File: src/hdl/h2r_pkg.sv
package h2r_pkg;

    localparam int CH_W  = 17;
    localparam int HUE_W = 16;
    localparam int REM_W = 13;

    // one sextant is 15 << 9 hue units
    localparam int HUE_SEXTANT = 7680;
    localparam int SEXT_SHIFT  = 9;
    localparam int SEXT_ODD    = 15;
    localparam int SEXT_COUNT  = 6;

    localparam logic [HUE_W-1:0] HUE_FULL = 16'd46080;

    typedef enum logic [1:0] {
        MODE_CALC,
        MODE_GRAY,
        MODE_BAD,
        MODE_BLACK
    } mode_t;

    typedef struct packed {
        mode_t      mode;
        logic [2:0] sext;
        logic       dneg;
    } ctrl_t;

    typedef struct packed {
        logic [2:0]       sext;
        logic [REM_W-1:0] rem;
    } hue_split_t;

    // Sextant and remainder of a hue below a full turn
    function automatic hue_split_t hue_split(input logic [HUE_W-1:0] h);
        hue_split_t       res;
        logic [HUE_W-1:0] base;
        res.sext = '0;
        base     = '0;
        for (int i = 1; i < SEXT_COUNT; i++)
        begin
            if (h >= HUE_W'(i * HUE_SEXTANT))
            begin
                res.sext = 3'(i);
                base     = HUE_W'(i * HUE_SEXTANT);
            end
        end
        res.rem = REM_W'(h - base);
        return res;
    endfunction

endpackage

File: src/hdl/h2r_front.sv
module h2r_front
    import h2r_pkg::*;
#(
    parameter int FRAC_BITS = 16
)
(
    input  logic                              clk,
    input  logic                              rst_n,
    input  logic                              in_valid,
    output logic                              in_stall,
    input  logic [HUE_W-1:0]                  hue,
    input  logic                              hue_defined,
    input  logic [CH_W-1:0]                   saturation,
    input  logic [CH_W-1:0]                   lightness,
    output logic                              out_valid,
    input  logic                              out_stall,
    output logic signed [((2*CH_W-FRAC_BITS > CH_W) ? 2*CH_W-FRAC_BITS : CH_W)+1:0] v,
    output logic signed [((2*CH_W-FRAC_BITS > CH_W) ? 2*CH_W-FRAC_BITS : CH_W)+1:0] m,
    output logic [((2*CH_W-FRAC_BITS > CH_W) ? 2*CH_W-FRAC_BITS : CH_W):0]          dmag,
    output logic [REM_W-1:0]                  rem,
    output ctrl_t                             ctrl
);

    localparam int PRW = 2 * CH_W - FRAC_BITS;
    localparam int XW  = (PRW > CH_W) ? PRW : CH_W;
    localparam int VW  = XW + 2;
    localparam int LW  = (FRAC_BITS > CH_W) ? FRAC_BITS : CH_W;
    localparam logic [LW-1:0] HALF = LW'(1) << (FRAC_BITS - 1);

    // stage A: product of lightness and saturation, hue split
    logic                  a_valid_reg;
    logic [2*CH_W-1:0]     a_prod_reg;
    logic [CH_W-1:0]       a_l_reg;
    logic [CH_W-1:0]       a_s_reg;
    logic [REM_W-1:0]      a_rem_reg;
    ctrl_t                 a_ctrl_reg;
    ctrl_t                 a_ctrl_next;
    hue_split_t            split;
    logic [HUE_W-1:0]      h_fold;
    logic                  a_en;

    // stage B: maximum, minimum and spread
    logic                  b_valid_reg;
    logic signed [VW-1:0]  b_v_reg;
    logic signed [VW-1:0]  b_m_reg;
    logic [XW:0]           b_dmag_reg;
    logic [REM_W-1:0]      b_rem_reg;
    ctrl_t                 b_ctrl_reg;
    logic signed [VW-1:0]  b_v_next;
    logic signed [VW-1:0]  b_m_next;
    logic [XW:0]           b_dmag_next;
    ctrl_t                 b_ctrl_next;
    logic                  b_en;

    logic [PRW-1:0]        p;
    logic signed [XW:0]    vl;
    logic signed [XW:0]    vl_abs;
    logic signed [VW-1:0]  l_ext;
    logic signed [VW-1:0]  v_calc;

    assign b_en     = !b_valid_reg || !out_stall;
    assign a_en     = !a_valid_reg || b_en;
    assign in_stall = !a_en;

    always_comb
    begin
        h_fold            = (hue == HUE_FULL) ? '0 : hue;
        split             = hue_split(h_fold);
        a_ctrl_next.sext  = split.sext;
        a_ctrl_next.dneg  = 1'b0;
        if (saturation == '0)
            a_ctrl_next.mode = hue_defined ? MODE_BAD : MODE_GRAY;
        else if (hue_defined && (hue <= HUE_FULL))
            a_ctrl_next.mode = MODE_CALC;
        else
            a_ctrl_next.mode = MODE_BLACK;
    end

    always_ff @(posedge clk or negedge rst_n)
    begin
        if (!rst_n)
            a_valid_reg <= 1'b0;
        else if (a_en)
            a_valid_reg <= in_valid;
    end

    always_ff @(posedge clk)
    begin
        if (a_en && in_valid)
        begin
            a_prod_reg <= (2*CH_W)'(lightness) * (2*CH_W)'(saturation);
            a_l_reg    <= lightness;
            a_s_reg    <= saturation;
            a_rem_reg  <= split.rem;
            a_ctrl_reg <= a_ctrl_next;
        end
    end

    // low half: v = l + l*s, high half: v = l + s - l*s
    always_comb
    begin
        p = a_prod_reg[2*CH_W-1:FRAC_BITS];
        if (LW'(a_l_reg) <= HALF)
            vl = $signed((XW+1)'(p));
        else
            vl = $signed((XW+1)'(a_s_reg)) - $signed((XW+1)'(p));
        vl_abs      = vl[XW] ? -vl : vl;
        l_ext       = $signed(VW'(a_l_reg));
        v_calc      = l_ext + VW'(vl);
        b_m_next    = l_ext - VW'(vl);
        b_dmag_next = {vl_abs[XW-1:0], 1'b0};
        b_ctrl_next      = a_ctrl_reg;
        b_ctrl_next.dneg = vl[XW];
        if ((a_ctrl_reg.mode == MODE_CALC) && (v_calc <= 0))
            b_ctrl_next.mode = MODE_BLACK;
        b_v_next = (a_ctrl_reg.mode == MODE_GRAY) ? l_ext : v_calc;
    end

    always_ff @(posedge clk or negedge rst_n)
    begin
        if (!rst_n)
            b_valid_reg <= 1'b0;
        else if (b_en)
            b_valid_reg <= a_valid_reg;
    end

    always_ff @(posedge clk)
    begin
        if (b_en && a_valid_reg)
        begin
            b_v_reg    <= b_v_next;
            b_m_reg    <= b_m_next;
            b_dmag_reg <= b_dmag_next;
            b_rem_reg  <= a_rem_reg;
            b_ctrl_reg <= b_ctrl_next;
        end
    end

    assign out_valid = b_valid_reg;
    assign v         = b_v_reg;
    assign m         = b_m_reg;
    assign dmag      = b_dmag_reg;
    assign rem       = b_rem_reg;
    assign ctrl      = b_ctrl_reg;

endmodule

File: src/hdl/h2r_mix.sv
module h2r_mix
    import h2r_pkg::*;
#(
    parameter int FRAC_BITS = 16
)
(
    input  logic                              clk,
    input  logic                              rst_n,
    input  logic                              in_valid,
    output logic                              in_stall,
    input  logic signed [((2*CH_W-FRAC_BITS > CH_W) ? 2*CH_W-FRAC_BITS : CH_W)+1:0] v_in,
    input  logic signed [((2*CH_W-FRAC_BITS > CH_W) ? 2*CH_W-FRAC_BITS : CH_W)+1:0] m_in,
    input  logic [((2*CH_W-FRAC_BITS > CH_W) ? 2*CH_W-FRAC_BITS : CH_W):0]          dmag,
    input  logic [REM_W-1:0]                  rem,
    input  ctrl_t                             ctrl_in,
    output logic                              out_valid,
    input  logic                              out_stall,
    output logic signed [((2*CH_W-FRAC_BITS > CH_W) ? 2*CH_W-FRAC_BITS : CH_W)+1:0] v_out,
    output logic signed [((2*CH_W-FRAC_BITS > CH_W) ? 2*CH_W-FRAC_BITS : CH_W)+1:0] m_out,
    output logic [((2*CH_W-FRAC_BITS > CH_W) ? 2*CH_W-FRAC_BITS : CH_W):0]          q,
    output ctrl_t                             ctrl_out
);

    localparam int PRW = 2 * CH_W - FRAC_BITS;
    localparam int XW  = (PRW > CH_W) ? PRW : CH_W;
    localparam int VW  = XW + 2;
    localparam int MW  = XW + 1 + REM_W + 1;
    localparam int ZW  = MW - SEXT_SHIFT;
    localparam int RS  = ZW + 4;
    localparam int RW  = ZW + 1;
    localparam int QW  = XW + 1;
    localparam logic [63:0] RECIP64 =
        ((64'd1 << RS) + 64'(SEXT_ODD) - 64'd1) / 64'(SEXT_ODD);
    localparam logic [RW-1:0] RECIP = RW'(RECIP64);

    // stage C: spread times hue remainder, scaled down by 512
    logic                  c_valid_reg;
    logic [ZW-1:0]         c_z_reg;
    logic signed [VW-1:0]  c_v_reg;
    logic signed [VW-1:0]  c_m_reg;
    ctrl_t                 c_ctrl_reg;
    logic [MW-1:0]         mag;
    logic [ZW-1:0]         c_z_next;
    logic                  c_en;

    // stage D: divide by 15 through the reciprocal
    logic                  d_valid_reg;
    logic [QW-1:0]         d_q_reg;
    logic signed [VW-1:0]  d_v_reg;
    logic signed [VW-1:0]  d_m_reg;
    ctrl_t                 d_ctrl_reg;
    logic [ZW+RW-1:0]      qprod;
    logic [QW-1:0]         d_q_next;
    logic                  d_en;

    assign d_en     = !d_valid_reg || !out_stall;
    assign c_en     = !c_valid_reg || d_en;
    assign in_stall = !c_en;

    // a negative spread rounds the magnitude up, so bias it before the divide
    always_comb
    begin
        mag = MW'(dmag) * MW'(rem)
            + (ctrl_in.dneg ? MW'(HUE_SEXTANT - 1) : MW'(0));
        c_z_next = mag[MW-1:SEXT_SHIFT];
    end

    always_ff @(posedge clk or negedge rst_n)
    begin
        if (!rst_n)
            c_valid_reg <= 1'b0;
        else if (c_en)
            c_valid_reg <= in_valid;
    end

    always_ff @(posedge clk)
    begin
        if (c_en && in_valid)
        begin
            c_z_reg    <= c_z_next;
            c_v_reg    <= v_in;
            c_m_reg    <= m_in;
            c_ctrl_reg <= ctrl_in;
        end
    end

    always_comb
    begin
        qprod    = (ZW+RW)'(c_z_reg) * (ZW+RW)'(RECIP);
        d_q_next = qprod[RS +: QW];
    end

    always_ff @(posedge clk or negedge rst_n)
    begin
        if (!rst_n)
            d_valid_reg <= 1'b0;
        else if (d_en)
            d_valid_reg <= c_valid_reg;
    end

    always_ff @(posedge clk)
    begin
        if (d_en && c_valid_reg)
        begin
            d_q_reg    <= d_q_next;
            d_v_reg    <= c_v_reg;
            d_m_reg    <= c_m_reg;
            d_ctrl_reg <= c_ctrl_reg;
        end
    end

    assign out_valid = d_valid_reg;
    assign q         = d_q_reg;
    assign v_out     = d_v_reg;
    assign m_out     = d_m_reg;
    assign ctrl_out  = d_ctrl_reg;

endmodule

File: src/hdl/h2r_out.sv
module h2r_out
    import h2r_pkg::*;
#(
    parameter int FRAC_BITS = 16
)
(
    input  logic                              clk,
    input  logic                              rst_n,
    input  logic                              in_valid,
    output logic                              in_stall,
    input  logic signed [((2*CH_W-FRAC_BITS > CH_W) ? 2*CH_W-FRAC_BITS : CH_W)+1:0] v,
    input  logic signed [((2*CH_W-FRAC_BITS > CH_W) ? 2*CH_W-FRAC_BITS : CH_W)+1:0] m,
    input  logic [((2*CH_W-FRAC_BITS > CH_W) ? 2*CH_W-FRAC_BITS : CH_W):0]          q,
    input  ctrl_t                             ctrl,
    output logic                              out_valid,
    input  logic                              out_stall,
    output logic [CH_W-1:0]                   red,
    output logic [CH_W-1:0]                   green,
    output logic [CH_W-1:0]                   blue,
    output logic                              bad_input
);

    localparam int PRW = 2 * CH_W - FRAC_BITS;
    localparam int XW  = (PRW > CH_W) ? PRW : CH_W;
    localparam int SW  = XW + 3;
    localparam logic [CH_W-1:0] CH_TOP =
        (FRAC_BITS >= CH_W) ? {CH_W{1'b1}} : CH_W'(64'd1 << FRAC_BITS);
    localparam logic signed [SW-1:0] TOP_S = $signed(SW'(CH_TOP));

    logic                 o_valid_reg;
    logic [CH_W-1:0]      red_reg;
    logic [CH_W-1:0]      green_reg;
    logic [CH_W-1:0]      blue_reg;
    logic                 bad_reg;
    logic [CH_W-1:0]      red_next;
    logic [CH_W-1:0]      green_next;
    logic [CH_W-1:0]      blue_next;
    logic                 o_en;

    logic signed [SW-1:0] kk;
    logic signed [SW-1:0] k;
    logic signed [SW-1:0] v_e;
    logic signed [SW-1:0] m_e;
    logic signed [SW-1:0] mid1;
    logic signed [SW-1:0] mid2;
    logic signed [SW-1:0] r_c;
    logic signed [SW-1:0] g_c;
    logic signed [SW-1:0] b_c;

    function automatic logic [CH_W-1:0] clamp(input logic signed [SW-1:0] x);
        logic [CH_W-1:0] res;
        if (x < 0)
            res = '0;
        else if (x > TOP_S)
            res = CH_TOP;
        else
            res = x[CH_W-1:0];
        return res;
    endfunction

    assign o_en     = !o_valid_reg || !out_stall;
    assign in_stall = !o_en;

    always_comb
    begin
        kk   = $signed(SW'(q));
        k    = ctrl.dneg ? -kk : kk;
        v_e  = SW'(v);
        m_e  = SW'(m);
        mid1 = m_e + k;
        mid2 = v_e - k;
        case (ctrl.sext)
            3'd0:
            begin
                r_c = v_e;  g_c = mid1; b_c = m_e;
            end
            3'd1:
            begin
                r_c = mid2; g_c = v_e;  b_c = m_e;
            end
            3'd2:
            begin
                r_c = m_e;  g_c = v_e;  b_c = mid1;
            end
            3'd3:
            begin
                r_c = m_e;  g_c = mid2; b_c = v_e;
            end
            3'd4:
            begin
                r_c = mid1; g_c = m_e;  b_c = v_e;
            end
            default:
            begin
                r_c = v_e;  g_c = m_e;  b_c = mid2;
            end
        endcase
        case (ctrl.mode)
            MODE_CALC:
            begin
                red_next   = clamp(r_c);
                green_next = clamp(g_c);
                blue_next  = clamp(b_c);
            end
            MODE_GRAY:
            begin
                red_next   = clamp(v_e);
                green_next = clamp(v_e);
                blue_next  = clamp(v_e);
            end
            default:
            begin
                red_next   = '0;
                green_next = '0;
                blue_next  = '0;
            end
        endcase
    end

    always_ff @(posedge clk or negedge rst_n)
    begin
        if (!rst_n)
            o_valid_reg <= 1'b0;
        else if (o_en)
            o_valid_reg <= in_valid;
    end

    always_ff @(posedge clk)
    begin
        if (o_en && in_valid)
        begin
            red_reg   <= red_next;
            green_reg <= green_next;
            blue_reg  <= blue_next;
            bad_reg   <= (ctrl.mode == MODE_BAD);
        end
    end

    assign out_valid = o_valid_reg;
    assign red       = red_reg;
    assign green     = green_reg;
    assign blue      = blue_reg;
    assign bad_input = bad_reg;

endmodule

File: src/hdl/hsl_to_rgb_convert.sv
// HSL to RGB pixel converter, five register stages.
// Throughput: one pixel per clock while out_stall is low; under a stall,
// a full stage holds only if every stage after it is full as well.
// Reset (rst_n low, asynchronous) empties the pipeline; nothing else is kept.
module hsl_to_rgb_convert
    import h2r_pkg::*;
#(
    parameter int FRAC_BITS = 16
)
(
    input  logic              clk,
    input  logic              rst_n,
    input  logic              in_valid,
    output logic              in_stall,
    input  logic [HUE_W-1:0]  hue,
    input  logic              hue_defined,
    input  logic [CH_W-1:0]   saturation,
    input  logic [CH_W-1:0]   lightness,
    output logic              out_valid,
    input  logic              out_stall,
    output logic [CH_W-1:0]   red,
    output logic [CH_W-1:0]   green,
    output logic [CH_W-1:0]   blue,
    output logic              bad_input
);

    localparam int PRW = 2 * CH_W - FRAC_BITS;
    localparam int XW  = (PRW > CH_W) ? PRW : CH_W;
    localparam int VW  = XW + 2;

    logic                 f_valid;
    logic                 f_stall;
    logic signed [VW-1:0] f_v;
    logic signed [VW-1:0] f_m;
    logic [XW:0]          f_dmag;
    logic [REM_W-1:0]     f_rem;
    ctrl_t                f_ctrl;

    logic                 x_valid;
    logic                 x_stall;
    logic signed [VW-1:0] x_v;
    logic signed [VW-1:0] x_m;
    logic [XW:0]          x_q;
    ctrl_t                x_ctrl;

    h2r_front #(
        .FRAC_BITS (FRAC_BITS)
    ) u_front (
        .clk         (clk),
        .rst_n       (rst_n),
        .in_valid    (in_valid),
        .in_stall    (in_stall),
        .hue         (hue),
        .hue_defined (hue_defined),
        .saturation  (saturation),
        .lightness   (lightness),
        .out_valid   (f_valid),
        .out_stall   (f_stall),
        .v           (f_v),
        .m           (f_m),
        .dmag        (f_dmag),
        .rem         (f_rem),
        .ctrl        (f_ctrl)
    );

    h2r_mix #(
        .FRAC_BITS (FRAC_BITS)
    ) u_mix (
        .clk       (clk),
        .rst_n     (rst_n),
        .in_valid  (f_valid),
        .in_stall  (f_stall),
        .v_in      (f_v),
        .m_in      (f_m),
        .dmag      (f_dmag),
        .rem       (f_rem),
        .ctrl_in   (f_ctrl),
        .out_valid (x_valid),
        .out_stall (x_stall),
        .v_out     (x_v),
        .m_out     (x_m),
        .q         (x_q),
        .ctrl_out  (x_ctrl)
    );

    h2r_out #(
        .FRAC_BITS (FRAC_BITS)
    ) u_out (
        .clk       (clk),
        .rst_n     (rst_n),
        .in_valid  (x_valid),
        .in_stall  (x_stall),
        .v         (x_v),
        .m         (x_m),
        .q         (x_q),
        .ctrl      (x_ctrl),
        .out_valid (out_valid),
        .out_stall (out_stall),
        .red       (red),
        .green     (green),
        .blue      (blue),
        .bad_input (bad_input)
    );

endmodule
File: config.mk
export PLATFORM = sky130hd
export DESIGN_NAME = hsl_to_rgb_convert
export DESIGN_NICKNAME = d
export VERILOG_FILES = /design/src/hdl/h2r_pkg.sv /design/src/hdl/h2r_front.sv /design/src/hdl/h2r_mix.sv /design/src/hdl/h2r_out.sv /design/src/hdl/hsl_to_rgb_convert.sv
export SDC_FILE = /design/constraint.sdc
export NUM_CORES = 2
export LEC_CHECK = 0
export BUFFER_PORTS_ARGS = -buffer_cell sky130_fd_sc_hd__buf_2
export CAP_MARGIN = 10
export CORE_ASPECT_RATIO = 0.5
export CORE_MARGIN = 3
export CORE_UTILIZATION = 60
export DETAILED_ROUTE_END_ITERATION = 10
export HOLD_SLACK_MARGIN = 0.06
export PLACE_DENSITY = 0.76
export SYNTH_ARGS = -nofsm -noshare
export SYNTH_HDL_FRONTEND = slang
export SYNTH_SLANG_ARGS = --single-unit
File: constraint.sdc
create_clock -name clk -period 7.7 [get_ports clk]
set_clock_uncertainty 0.05 [all_clocks]
set_input_delay 1.54 -clock clk [delete_from_list [all_inputs] [get_ports clk]]
set_output_delay 1.54 -clock clk [all_outputs]
set_load 0.05 [all_outputs]
* After elaboration in Yosys (flattened, before gate mapping)
Cells that the tools add are included.
** Storage, ports and cells
- Bits in registers :: 355
- Bits of input ports :: 55
- Output and inout bits :: 54
- Word-level logic and storage cells :: 132
** Cells by class
- Add/sub/neg operators :: 9
- Multiply operators :: 3
- $lt $le $gt $ge :: 16
- Equality and inequality tests :: 8
- Mux-type cells :: 32
- Reduce and logical (&&, ||, !) cells :: 28
** Operators by type and width (count)
- case mux 21 bit (3 select lines) :: 3
- two-way mux 17 bit :: 9
- case mux 17 bit (2 select lines) :: 3
- two-way mux 13 bit :: 6
- greater-than comparator 21 x 18 -> 1 bit (second input constant) :: 3
- less-than comparator 21 x 1 -> 1 bit (second input constant) :: 3
- multiplier 24 x 24 -> 46 bit (second input constant) :: 1
- multiplier 17 x 17 -> 34 bit :: 1
- adder 32 x 33 -> 33 bit :: 1
- greater-or-equal comparator 16 x 15 -> 1 bit (second input constant) :: 2
- multiplier 18 x 13 -> 31 bit :: 1
- adder 20 x 21 -> 21 bit :: 1
- two-way mux 21 bit :: 1
- negation 19 -> 21 bit :: 1
- subtractor 20 x 21 -> 21 bit :: 1
- adder 18 x 19 -> 20 bit :: 1
- greater-than comparator 20 x 18 -> 1 bit (second input constant) :: 1
- <= comparator 20 x 1 -> 1 bit (second input constant) :: 1
- less-than comparator 20 x 1 -> 1 bit (second input constant) :: 1
- subtractor 18 x 19 -> 20 bit :: 1
- two-way mux 19 bit :: 1
- subtractor 17 x 18 -> 19 bit :: 1
- two-way mux 18 bit :: 1
- negation 18 bit :: 1
- 23 further kinds :: 50

* Depth between registers and ports, before layout
- Depth in word-level cells :: 9
- Mapped depth :: 27
- Mapped depth without buffers :: 26

* Modules after synthesis
From an unflattened synthesis, not the netlist that was laid out.
** Second synthesis, totals
- Cell total of the unflattened synthesis :: 4358
- Area, all modules :: 42639.6 um^2
** Modules (own cells, without submodules)
- h2r_mix :: instances 1, cells each 1599, area each 17707.0 um^2
- h2r_front :: instances 1, cells each 1796, area each 17568.1 um^2
- h2r_out :: instances 1, cells each 963, area each 7364.6 um^2

* Least setup slack after synthesis
Ideal clock, no wire load.
- Kind :: input to register
- Start point :: in saturation[5]
- End point :: reg u_front.a_prod_reg[33] (data pin)
- Library setup time :: 0.260 ns
- Arrival :: 7.052 ns
- Required time :: 7.390 ns
- Slack :: 0.338 ns
- Cell stages on the path :: 22
- Buffers on the path :: 2
- Cells stage by stage :: clkbuf_1 > clkbuf_1 > nand2_1 > fa_1 > inv_1 > fa_1 > inv_1 > fa_1 > fa_1 > fa_1 > inv_1 > fa_1 > ha_1 > a21o_1 > a21o_1 > a221oi_1 > a21oi_1 > o221ai_1 > a21oi_1 > a21o_1 > a21oi_1 > xnor2_1
** Between the ends
- Cells in the longest elaborated chain, start to end :: 1
** RTL lines
- from (decl) :: RTL line hsl_to_rgb_convert.sv:17 : input logic [CH_W-1:0] saturation,
- multiplier 17 x 17 -> 34 bit :: RTL line h2r_front.sv:91 : a_prod_reg <= (2*CH_W)'(lightness) * (2*CH_W)'(saturation);
- to (signal assigned) :: RTL line h2r_front.sv:91
- to (decl) :: RTL line h2r_front.sv:32 : logic [2*CH_W-1:0] a_prod_reg;
No other way between the ends.
A chain may end at the register's enable or synchronous reset.

* Final worst setup path
- Start point :: reg u_front.b_rem_reg[3] (netlist: u_front.rem[3])
- End point :: reg u_mix.c_z_reg[22] (data pin)
** Between the ends
- Cells in the longest elaborated chain, start to end :: 2
** RTL lines
- from (decl) :: RTL line h2r_front.sv:47 : logic [REM_W-1:0] b_rem_reg;
- from (signal assigned) :: RTL line h2r_front.sv:134 : b_rem_reg <= a_rem_reg;
- multiplier 18 x 13 -> 31 bit :: RTL line h2r_mix.sv:63 : mag = MW'(dmag) * MW'(rem)
- adder 32 x 33 -> 33 bit :: RTL line h2r_mix.sv:64 : + (ctrl_in.dneg ? MW'(HUE_SEXTANT - 1) : MW'(0));
- named net u_mix.mag[31] :: RTL line h2r_mix.sv:42 : logic [MW-1:0] mag;
- to (signal assigned) :: RTL line h2r_mix.sv:80 : c_z_reg <= c_z_next;
- to (decl) :: RTL line h2r_mix.sv:38 : logic [ZW-1:0] c_z_reg;
The timed path passes the listed nets, and every way through them passes these cells.

==> metrics <==
area share of the largest cell type after synthesis=0.241; gpl congestion=0.960; CORE AREA=67700 um^2; CTS Sinks=339; critical hold path startpoint=u_mix.c_m_reg[12]; Via density=5.95; f_max=136 MHz; largest net degree at the start of global routing=78; Worst-path clk slew=0.08 ns; Die ar.=72600 um^2; setup tns final=0 ns; hold buffer count at cts=0; Die Y=192 um; vias in the first global route=32216; slew of the pin with the lowest slew margin=1.35 ns; #FFs+latches synth=339; synthesis warning total=0; Final Critical Period=7.34 ns; post-synthesis instance area=41500 um^2; number of flip-flops under the largest register name=24; Slew HR=0.0976; Clock Latency Late Sink=0.55 ns; initial antenna violation count=1; syn nets=5348; post-synth top area cell=edfxtp_1; Setup CP Type=reg2reg; global-route wire length before repair=174 mm; most frequent cells in the layout=inv_1 (765), nand2_1 (513), ha_1 (498); Final Worst Setup Slack=0.358 ns; initial core utilization=0.613; clk buf depth=3; final hold vios=0; FF/Latch Area=10200 um^2; Slew Viols, Final=0; CTS tree=yes; Critical Path RT=7.93 ns; max-cap violations=0; # IOs=109; initial drt markers=2561; Multi-input gate area=27900 um^2; R2R Path Start=u_front.rem[3]; ratio of cells with drive above 1 in the final layout=0.0715; status=finished, final reports clean; final wirelength=111 mm; H-tree depth=2; CP Data Arrival Time=7.57 ns; worst hold path type=reg2reg; synthesized area per cell=9.63 um^2; TritonRoute pass-1 iters=8; DPL Wire Length=89.8 mm; Netlist cell types=95; nets=5425; chip width=378 um; sequential share of the synthesized area=0.244; vias=31621; Mapped Cells=4316; worst slack, placed=0.0346 ns; WL/cell=20.9 um; Critical Path Fanout Max=10; Startpoint Class=flop; gr ovfl total=0; DRC=0; commonest non-fill, non-tap cell in the layout=inv_1; launch point of the worst path=u_front.rem[3]; CTS buffer count=35; gr usage total=0.310; number of cell rows=67; EDFF count, synth=334; Area contributors post-synth=edfxtp_1 (24%), fa_1 (23%), ha_1 (15%); Tcrit/Tclk final=0.954; top_reg_cell synth=edfxtp_1; port bufs=108; post-route ant nets=0; asr flop ratio synth=0.0147; Finish-stage setup viols=0; fill count=5377; Crit. End Element=flop; Root Buffer=clkbuf_16; Layout area overhead=6.92%
==> cells by family after synthesis <==
group,count (synthesis),synth area share
muxes,11,0.00274
adders and majority gates,977,0.381
xor gates and xnor gates,180,0.0379
and+or+nand+nor,1232,0.144
buffers and inverters,920,0.0837
AOI/OAI and AO/OA,657,0.107
DFF,339,0.244
==> worst max-delay path: stages (launching register included) <==
cell and delay, ns:
edfxtp_1 0.53, buf_4 0.24, and2_1 0.18, fa_1 0.53, inv_1 0.05, fa_1 0.54
inv_1 0.06, fa_1 0.47, fa_1 0.49, inv_1 0.05, fa_1 0.54, inv_1 0.05
ha_1 0.26, nor3_1 0.24, o211ai_1 0.21, a221o_1 0.44, a21o_1 0.23, a311oi_1 0.34
xnor2_1 0.20, nor4_1 0.56, nand4b_1 0.39, nor4_2 0.30, xnor2_1 0.12
==> cells in the mapped netlist (25+ instances only) <==
master and n:
a211oi_1 26, a21o_1 64, a21oi_1 149, and2_1 216, clkbuf_1 140, edfxtp_1 334, fa_1 479, ha_1 498
inv_1 765, nand2_1 513, nand2b_1 27, nand3_1 49, nand4_1 36, nor2_1 182, nor2b_1 29, nor3_1 52
o21a_1 31, o21ai_0 124, o22ai_1 25, o31ai_1 31, xnor2_1 129, xor2_1 51
==> worst paths after layout <==
check | to | slack (ns) | cells after the start
min in group asynchronous | u_front.out_valid | 0.75 | 1
min | u_mix.m_out[12] | 0.36 | 0
max | u_mix.c_z_reg[22] | 0.36 | 22
max reg2reg | u_mix.c_z_reg[22] | 0.36 | 22
max in group asynchronous | u_mix.out_valid | 6.73 | 1
min reg2reg | u_mix.m_out[12] | 0.36 | 0
==> routing by layer <==
layer	wire length, um	share of wire	GRT usage
met3	8220	0.074	0.0445
met1	47000	0.42	0.425
met4	3160	0.029	0.0863
met2	52500	0.47	0.518
met5	0	0	0
==> through the flow <==
step                      instance area [um^2]   util  hold slack (ns)  cells
after global placement                   43200  0.639            0.351   5251
after global routing                     44400  0.656            0.364   5316
after CTS                                44400  0.655            0.360   5313
after detailed placement                 43200  0.639            0.355   5251
final                                    44400  0.656            0.357   5316
after floorplan                          41500      -            0.350   4316
==> area by class of cell <==
| cell class | instances | share of cell area |
|---|---|---|
| Multi-Input combinational cell | 3057 | 0.629 |
| Sequential cell | 339 | 0.229 |
| Inverter | 766 | 0.0647 |
| Timing Repair Buffer | 194 | 0.0267 |
| Tap cell | 897 | 0.0253 |
| Clock buffer | 39 | 0.0210 |
| Clock inverter | 23 | 0.00451 |
| Antenna cell | 1 | 0.0000563 |
==> repair_timing <==
action | 4_1_cts | 5_1_grt
setup endpoints to repair | 0 | 7
buffers inserted | 0 | 2
gates resized for setup | 0 | 5
Power is left out: the tool's default activity adds up to more than one toggle a clock period on the data nets, which glitch-free logic cannot reach.
